`config.mk`:
```
export PLATFORM = sky130hd
export DESIGN_NAME = sdbs_ctrl
export DESIGN_NICKNAME = d
export VERILOG_FILES = /design/src/sdbs_pkg.sv /design/src/sdbs_ctrl.sv
export SDC_FILE = /design/constraint.sdc
export NUM_CORES = 1
export LEC_CHECK = 0
export BUFFER_PORTS_ARGS = -buffer_cell sky130_fd_sc_hd__buf_2
export CORE_MARGIN = 1.5
export CORE_UTILIZATION = 45
export DETAILED_ROUTE_END_ITERATION = 12
export GPL_ROUTABILITY_DRIVEN = 0
export PLACE_DENSITY = 0.82
export REMOVE_ABC_BUFFERS = 1
export SYNTH_ARGS = -nofsm -noshare
export SYNTH_HDL_FRONTEND = slang
export SYNTH_SLANG_ARGS = --single-unit
```
`constraint.sdc`:
```
create_clock -name clk -period 2.4 [get_ports clk]
set_input_delay 0.12 -clock clk [delete_from_list [all_inputs] [get_ports clk]]
set_output_delay 0.12 -clock clk [all_outputs]
set_load 0.05 [all_outputs]
```
`src/sdbs_pkg.sv`:
```
// Shared types and constants of the soft disk brush stamp.
// Used by every module of the block but sdbs_texmem; depends on nothing.
package sdbs_pkg;

    localparam int DEF_MAX_SIDE   = 256;
    localparam int DEF_MAX_RADIUS = 40;

    localparam int DATA_W  = 17;
    localparam int COUNT_W = 13;
    localparam int CFG_W   = 17;
    localparam int IDX_W   = 3;
    localparam int ROOT_W  = 26;
    localparam int DIV_NUM_W = 33;
    localparam int DIV_DEN_W = 17;

    localparam logic [DATA_W-1:0]  Q_ONE     = 17'h10000;
    localparam logic [DATA_W-1:0]  Q_HALF    = 17'h08000;
    localparam logic [DATA_W-1:0]  MIN_SPAN  = 17'd66;
    localparam logic [COUNT_W-1:0] COUNT_MAX = 13'd8191;

    localparam logic [1:0] FUNC_WRITE = 2'd0;
    localparam logic [1:0] FUNC_READ  = 2'd1;
    localparam logic [1:0] FUNC_PAINT = 2'd2;

    localparam logic [IDX_W-1:0] CFG_MAP_WIDTH  = 3'd0;
    localparam logic [IDX_W-1:0] CFG_MAP_HEIGHT = 3'd1;
    localparam logic [IDX_W-1:0] CFG_RADIUS     = 3'd2;
    localparam logic [IDX_W-1:0] CFG_HARDNESS   = 3'd3;
    localparam logic [IDX_W-1:0] CFG_PAINT      = 3'd4;
    localparam logic [IDX_W-1:0] CFG_MASK       = 3'd5;

    typedef enum logic [3:0] {
        S_IDLE,
        S_LOAD,
        S_RDWAIT,
        S_BOUNDS,
        S_EVAL,
        S_SQRT,
        S_DIV_D,
        S_DIV_F,
        S_MULT,
        S_WRITE,
        S_FINISH
    } ctrl_state_t;

    typedef struct packed {
        logic capture;
        logic load;
        logic wr_direct;
        logic rd_direct;
        logic cap_read;
        logic bounds;
        logic advance;
        logic sqrt_start;
        logic div_start;
        logic div_fall;
        logic weight_full;
        logic weight_fall;
        logic mult;
        logic write_back;
        logic out_load;
    } dp_cmd_t;

    typedef struct packed {
        logic [1:0] func;
        logic       have_map;
        logic       inside_pos;
        logic       in_disk;
        logic       last_texel;
        logic       sqrt_done;
        logic       div_done;
        logic       d_lt_hard;
    } dp_sts_t;

endpackage

```
`src/sdbs_ctrl.sv`:
```
// Controller: state machine sequencing one item through the datapath.
// Depends on sdbs_pkg for the state type and command and status structs.
module sdbs_ctrl (
    input  logic              clk,
    input  logic              rst_n,
    input  logic              in_valid,
    output logic              in_ready,
    output logic              out_valid,
    input  logic              out_ready,
    input  sdbs_pkg::dp_sts_t sts,
    output sdbs_pkg::dp_cmd_t cmd
);

    sdbs_pkg::ctrl_state_t state_reg, state_next;
    logic out_valid_reg, out_valid_next;

    always_ff @(posedge clk or negedge rst_n)
    begin
        if (!rst_n)
        begin
            state_reg <= sdbs_pkg::S_IDLE;
            out_valid_reg <= 1'b0;
        end
        else
        begin
            state_reg <= state_next;
            out_valid_reg <= out_valid_next;
        end
    end

    always_comb
    begin
        state_next = state_reg;
        cmd = '0;
        in_ready = 1'b0;
        case (state_reg)
            sdbs_pkg::S_IDLE:
            begin
                in_ready = 1'b1;
                if (in_valid)
                begin
                    cmd.capture = 1'b1;
                    state_next = sdbs_pkg::S_LOAD;
                end
            end
            sdbs_pkg::S_LOAD:
            begin
                cmd.load = 1'b1;
                state_next = sdbs_pkg::S_FINISH;
                case (sts.func)
                    sdbs_pkg::FUNC_WRITE:
                        cmd.wr_direct = sts.inside_pos;
                    sdbs_pkg::FUNC_READ:
                    begin
                        if (sts.inside_pos)
                        begin
                            cmd.rd_direct = 1'b1;
                            state_next = sdbs_pkg::S_RDWAIT;
                        end
                    end
                    sdbs_pkg::FUNC_PAINT:
                    begin
                        if (sts.have_map)
                            state_next = sdbs_pkg::S_BOUNDS;
                    end
                    default: ;
                endcase
            end
            sdbs_pkg::S_RDWAIT:
            begin
                cmd.cap_read = 1'b1;
                state_next = sdbs_pkg::S_FINISH;
            end
            sdbs_pkg::S_BOUNDS:
            begin
                cmd.bounds = 1'b1;
                state_next = sdbs_pkg::S_EVAL;
            end
            sdbs_pkg::S_EVAL:
            begin
                if (sts.in_disk)
                begin
                    cmd.sqrt_start = 1'b1;
                    state_next = sdbs_pkg::S_SQRT;
                end
                else if (sts.last_texel)
                begin
                    state_next = sdbs_pkg::S_FINISH;
                end
                else
                begin
                    cmd.advance = 1'b1;
                end
            end
            sdbs_pkg::S_SQRT:
            begin
                if (sts.sqrt_done)
                begin
                    cmd.div_start = 1'b1;
                    state_next = sdbs_pkg::S_DIV_D;
                end
            end
            sdbs_pkg::S_DIV_D:
            begin
                if (sts.div_done)
                begin
                    if (sts.d_lt_hard)
                    begin
                        cmd.weight_full = 1'b1;
                        state_next = sdbs_pkg::S_MULT;
                    end
                    else
                    begin
                        cmd.div_start = 1'b1;
                        cmd.div_fall = 1'b1;
                        state_next = sdbs_pkg::S_DIV_F;
                    end
                end
            end
            sdbs_pkg::S_DIV_F:
            begin
                if (sts.div_done)
                begin
                    cmd.weight_fall = 1'b1;
                    state_next = sdbs_pkg::S_MULT;
                end
            end
            sdbs_pkg::S_MULT:
            begin
                cmd.mult = 1'b1;
                state_next = sdbs_pkg::S_WRITE;
            end
            sdbs_pkg::S_WRITE:
            begin
                cmd.write_back = 1'b1;
                if (sts.last_texel)
                    state_next = sdbs_pkg::S_FINISH;
                else
                begin
                    cmd.advance = 1'b1;
                    state_next = sdbs_pkg::S_EVAL;
                end
            end
            sdbs_pkg::S_FINISH:
            begin
                // hold until the output word is free
                if (!out_valid_reg || out_ready)
                begin
                    cmd.out_load = 1'b1;
                    state_next = sdbs_pkg::S_IDLE;
                end
            end
            default:
                state_next = sdbs_pkg::S_IDLE;
        endcase
    end

    always_comb
    begin
        out_valid_next = out_valid_reg;
        if (cmd.out_load)
            out_valid_next = 1'b1;
        else if (out_ready)
            out_valid_next = 1'b0;
    end

    assign out_valid = out_valid_reg;

`ifndef SYNTHESIS
    a_load_free: assert property (@(posedge clk) disable iff (!rst_n)
        cmd.out_load |-> (!out_valid_reg || out_ready))
        else $error("result loaded over a pending word");
    a_rose_finish: assert property (@(posedge clk) disable iff (!rst_n)
        $rose(out_valid_reg) |-> $past(state_reg) == sdbs_pkg::S_FINISH)
        else $error("output valid raised outside finish");
    a_sqrt_busy: assert property (@(posedge clk) disable iff (!rst_n)
        cmd.sqrt_start |=> !sts.sqrt_done)
        else $error("square root did not start");
    a_div_busy: assert property (@(posedge clk) disable iff (!rst_n)
        cmd.div_start |=> !sts.div_done)
        else $error("divider did not start");
`endif

endmodule

```
======== Word-level counts from Yosys, hierarchy flattened ========
Index checks and enable logic that the tools add are counted.
word-level totals
  output and inout bits ................... 17
  register bits ........................... 5
  logic and storage cells ................. 67
  bits of input ports ..................... 13
operators by class
  equality and inequality tests ........... 18
  mux-type cells .......................... 41
  reductions and logical operators ........ 6
operators by type and width
  cell                count
  $mux 4              11
  $pmux 4 s11         1
  $mux 1              22
  $eq 4x3->1 const B  4
  $eq 4x4->1 const B  3
  $ne 2x2->1 const B  5
  $eq 4x2->1 const B  2
  $pmux 4 s2          1
  $mux 3              2
  $reduce_and 6->1    1
  $eq 4x1->1 const B  1
  $logic_not 4->1     1
  $mux 2              2
  $pmux 1 s2          2
  $ne 3x3->1 const B  1
  $eq 2x1->1 const B  1
  $eq 2x2->1 const B  1
  $logic_not 2->1     1
  $reduce_bool 2->1   1
  $logic_not 1->1     1
  $logic_or 1x1->1    1

======== Logic depth before layout (Yosys ltp) ========
  depth after elaboration ................. 5
  gate-level depth with buffers ........... 6
  depth with buffers taken out ............ 6

======== Worst setup path before layout ========
Ideal clock, no wire load.
  path kind ............................... flip-flop to output port
  from .................................... register state_reg[1]
  to ...................................... output port cmd[10] (netlist name)
  stages on the path, launching flop included .. 4
  path buffers ............................ 1
  arrival ................................. 2.187 ns
  path slack .............................. 0.093 ns
  required time ........................... 2.280 ns
  cells stage by stage .................... dfrtp_1 > buf_4 > inv_1 > nor4_1
RTL lines
  what                    line             text
  from (decl)             sdbs_ctrl.sv:14  sdbs_pkg::ctrl_state_t state_reg, state_next;
  from (signal assigned)  sdbs_ctrl.sv:21  state_reg <= sdbs_pkg::S_IDLE;
  from (signal assigned)  sdbs_ctrl.sv:26  state_reg <= state_next;
  to (decl)               sdbs_ctrl.sv:11  output sdbs_pkg::dp_cmd_t cmd

==> impl_results.md <==
- CP max-delay cell: dfrtp_1
- Global routing usage on met1: 0.288
- Initial antenna violation count: 0
- Root Buffer: clkbuf_4
- Max Clock Skew: between 0.008 and 0.009 ns
- Setup crit end kind: primary output
- IO Count: 30
- Yosys warns: 0
- Skew-Pair Late Insertion Delay: roughly 0.24 ns
- Post-Synthesis Cells: between 80 and 90
- Worst Max-Slew Pin Slew: between 0.5 and 0.6 ns
- CP Cell Sequence: or2b_1, nor3_2, and3_1, buf_2
- Adder-cell share of the synthesized area: 0.0588
- Final Hold Fails: 0
- Via count: 709
- Vias in the first global route: 590
- Drt wl/cell: 12.4 um
- Critical path's top delay family: simple AND/OR/NAND/NOR gates
- Hold Path Cell Cnt: 4
- DPL Wire Length: approximately 1.2 mm
- Period minus WS final: approximately 2 ns
- Pint: 0.000401 W
- Total GRT Usage: 0.217
- P_sw: 0.000597 W
- DRC: 0
- Final nets: 130
- Compound-cell area share of the yosys netlist: 0.229
- Largest family of logic cells by synthesized area: simple AND/OR/NAND/NOR gates
- Met2 Usage GRT: 0.377
- Synth Cell Area: approximately 640 um^2
- Diode count: 0
- HP Start: out_ready
- Launching point of the worst reg2reg path: state_reg[3]$_DFFE_PN0P_
- #FFs+latches synth: 5
- Syn Area/Cell: between 7 and 8 um^2
- Post-CTS Resized: 0
- IO buf count: 29
- Sequential power share: 0.251
- Tcrit/Tclk final: 0.829
- Switching Fraction: 0.598
- Reg-to-reg endpoint: state_reg[2]$_DFFE_PN0P_
- Max Clock Freq: approximately 0.5 GHz
- Largest net degree at the start of global routing: 18
- RSZ-0062 raised after global routing: false
- Met3 Use GR: 0.0326
- Core area: about 0.0013 mm^2
- Prevailing post-synth register cell: dfrtp_1
- Relative slew slack: 0.648
- Sequential fraction of the synthesis area: 0.196
- Worst VDD drop: roughly 0.6 mV
- Total gr overflow: 0
- PnR Total Power: 0.000998 W
- Full die area: about 0.0017 mm^2
- Die Height: slightly above 40 um
- CTS max path bufs: 2
- Clk pwr share: 0.095
- Power Density: between 1000 and 1500 mW/mm^2
- Die width: between 40 and 50 um
- First-pass GRT wire length: ~2.5 mm
- Multiplexer share of the synthesized area: 0.0157
- Number of synthesized flops with an enable pin: 0
- Static Leak: approximately 0.42 nW
- CP Max Fanout: 17
- Clock transition at the registers of the reported paths: about 0.050 ns
- R2R depth: 4
- Crit start category: flop
- Max-cap check violation count: 0
- Logic pwr share: 0.654
- Commonest non-fill, non-tap cells in the layout: 29 x buf_2, 8 x inv_1, 8 x nor2_1, 5 x dfrtp_1
- Netlist cell types: 41
- Final Setup Violations: 0
- Flop-to-flop setup slack: 0.73 ns
- Critical Path AT: 1.87 ns
- Busiest grt layer: met2
- Layout cells sized above 1: 0.354
- Worst Hold Path EP: state_reg[3]$_DFFE_PN0P_
- Synth Area in XOR/XNOR: 0
- Area growth syn-to-layout: 25.7%
- Commonest non-fill, non-tap cell in the layout: buf_2
- Vias/cell: approximately 5.5
- DRT iter0 DRCs: 15
- CTS H-tree lvls: 1
- CP bufs+invs: 1
- Crit path kind: reg -> out
- Routed Antenna Nets: 0
- Rows: 13
- Status: completed
- WHS: approximately 0.19 ns
- Fraction of registers with async set/reset: 1.00
- Drt pass-1 iters: 4
- Number of flip-flops in the largest register: 4
- Max incr delay on CP: ~0.66 ns
- TritonCTS clock tree: done
- Setup TNS Final: 0 ns
- Post-Synth Simple-Gate Area: 0.384
- Clock Sinks: 5
- Routed WL: approximately 1.6 mm
- Final Slew Violations: 0
- TritonCTS buffer count: 3
- Required time of the critical path: 2.28 ns
- Initial core utilization: 0.484
- Hold Crit Class: in -> reg
[kinds of logic after synthesis]
logic type / Yosys count
AOI/OAI and AO/OA: 20
adders and majority gates: 3
buffers and inverters: 15
DFF: 5
muxes: 1
and+or+nand+nor: 40
[metal layers]
layer	part of all wire	wire length, um
met1	0.45	709
met2	0.50	795
met3	0.053	85
met4	0	0
met5	0	0
[layout make-up]
cell class                      count  area [um^2]
Clock buffer                        4         26.3
Timing Repair Buffer               30          155
Inverter                           10         37.5
Fill cell                         121          515
Multi-Input combinational cell     64          439
Sequential cell                     5          125
Tap cell                           15         18.8
[Yosys cell counts, drive strengths merged (2+ instances only)]
| cell | n | share of area |
|---|---|---|
| nor2 | 8 | 0.047 |
| nor3 | 4 | 0.039 |
| nand2 | 4 | 0.024 |
| buf | 5 | 0.057 |
| and3 | 3 | 0.029 |
| o211ai | 3 | 0.035 |
| nand2b | 3 | 0.029 |
| inv | 10 | 0.059 |
| o21ai | 6 | 0.047 |
| dfrtp | 5 | 0.20 |
| nor4 | 2 | 0.029 |
| nand3 | 2 | 0.024 |
| a2111oi | 2 | 0.037 |
| nor2b | 3 | 0.029 |
| ha | 3 | 0.059 |
| nor3b | 2 | 0.024 |
| nand4 | 2 | 0.020 |
| a31oi | 2 | 0.020 |
[worst max-delay path by stage]
stage                                   from      end  slack [ns]  cells past startpoint
floorplan           state_reg[1]$_DFFE_PN0P_  cmd[10]        0.05                      2
global placement    state_reg[0]$_DFFE_PN0P_  cmd[12]        0.71                      4
detailed placement  state_reg[0]$_DFFE_PN0P_  cmd[11]        0.67                      4
CTS                 state_reg[0]$_DFFE_PN0P_  cmd[11]        0.40                      4
global route        state_reg[0]$_DFFE_PN0P_  cmd[12]        0.27                      4
finish              state_reg[0]$_DFFE_PN0P_  cmd[12]        0.41                      4
[metrics by stage]
step	util	setup slack [ns]	instance area (um^2)	cells
floorplan	-	0.0526	602	79
finish	0.609	0.410	802	128
detailed placement	0.581	0.669	766	123
global placement	0.581	0.709	766	123
CTS	0.609	0.398	802	128
global route	0.609	0.270	802	128
[worst register-to-register path, cell delays in order (launching register included)]
cell and delay [ns]:
dfrtp_1 0.55, nand2b_1 0.31, a2111oi_2 0.43, a31oi_1 0.09, o211ai_1 0.20
[power groups by stage]
stage | clock network [W] | registers (W) | logic [W]
CTS | 0.0000989 | 0.000246 | 0.000655
global route | 0.000107 | 0.000262 | 0.000714
floorplan | 0 | 0.000234 | 0.000506
finish | 0.0000951 | 0.000251 | 0.000653
detailed placement | 0 | 0.000248 | 0.000654
global placement | 0 | 0.000242 | 0.000643
[repair_timing]
item,CTS,global route
hold buffers,1,0
hold endpoints to repair,5,0
setup buffers,0,0
Note: power is estimated with default switching activity, not from simulation.
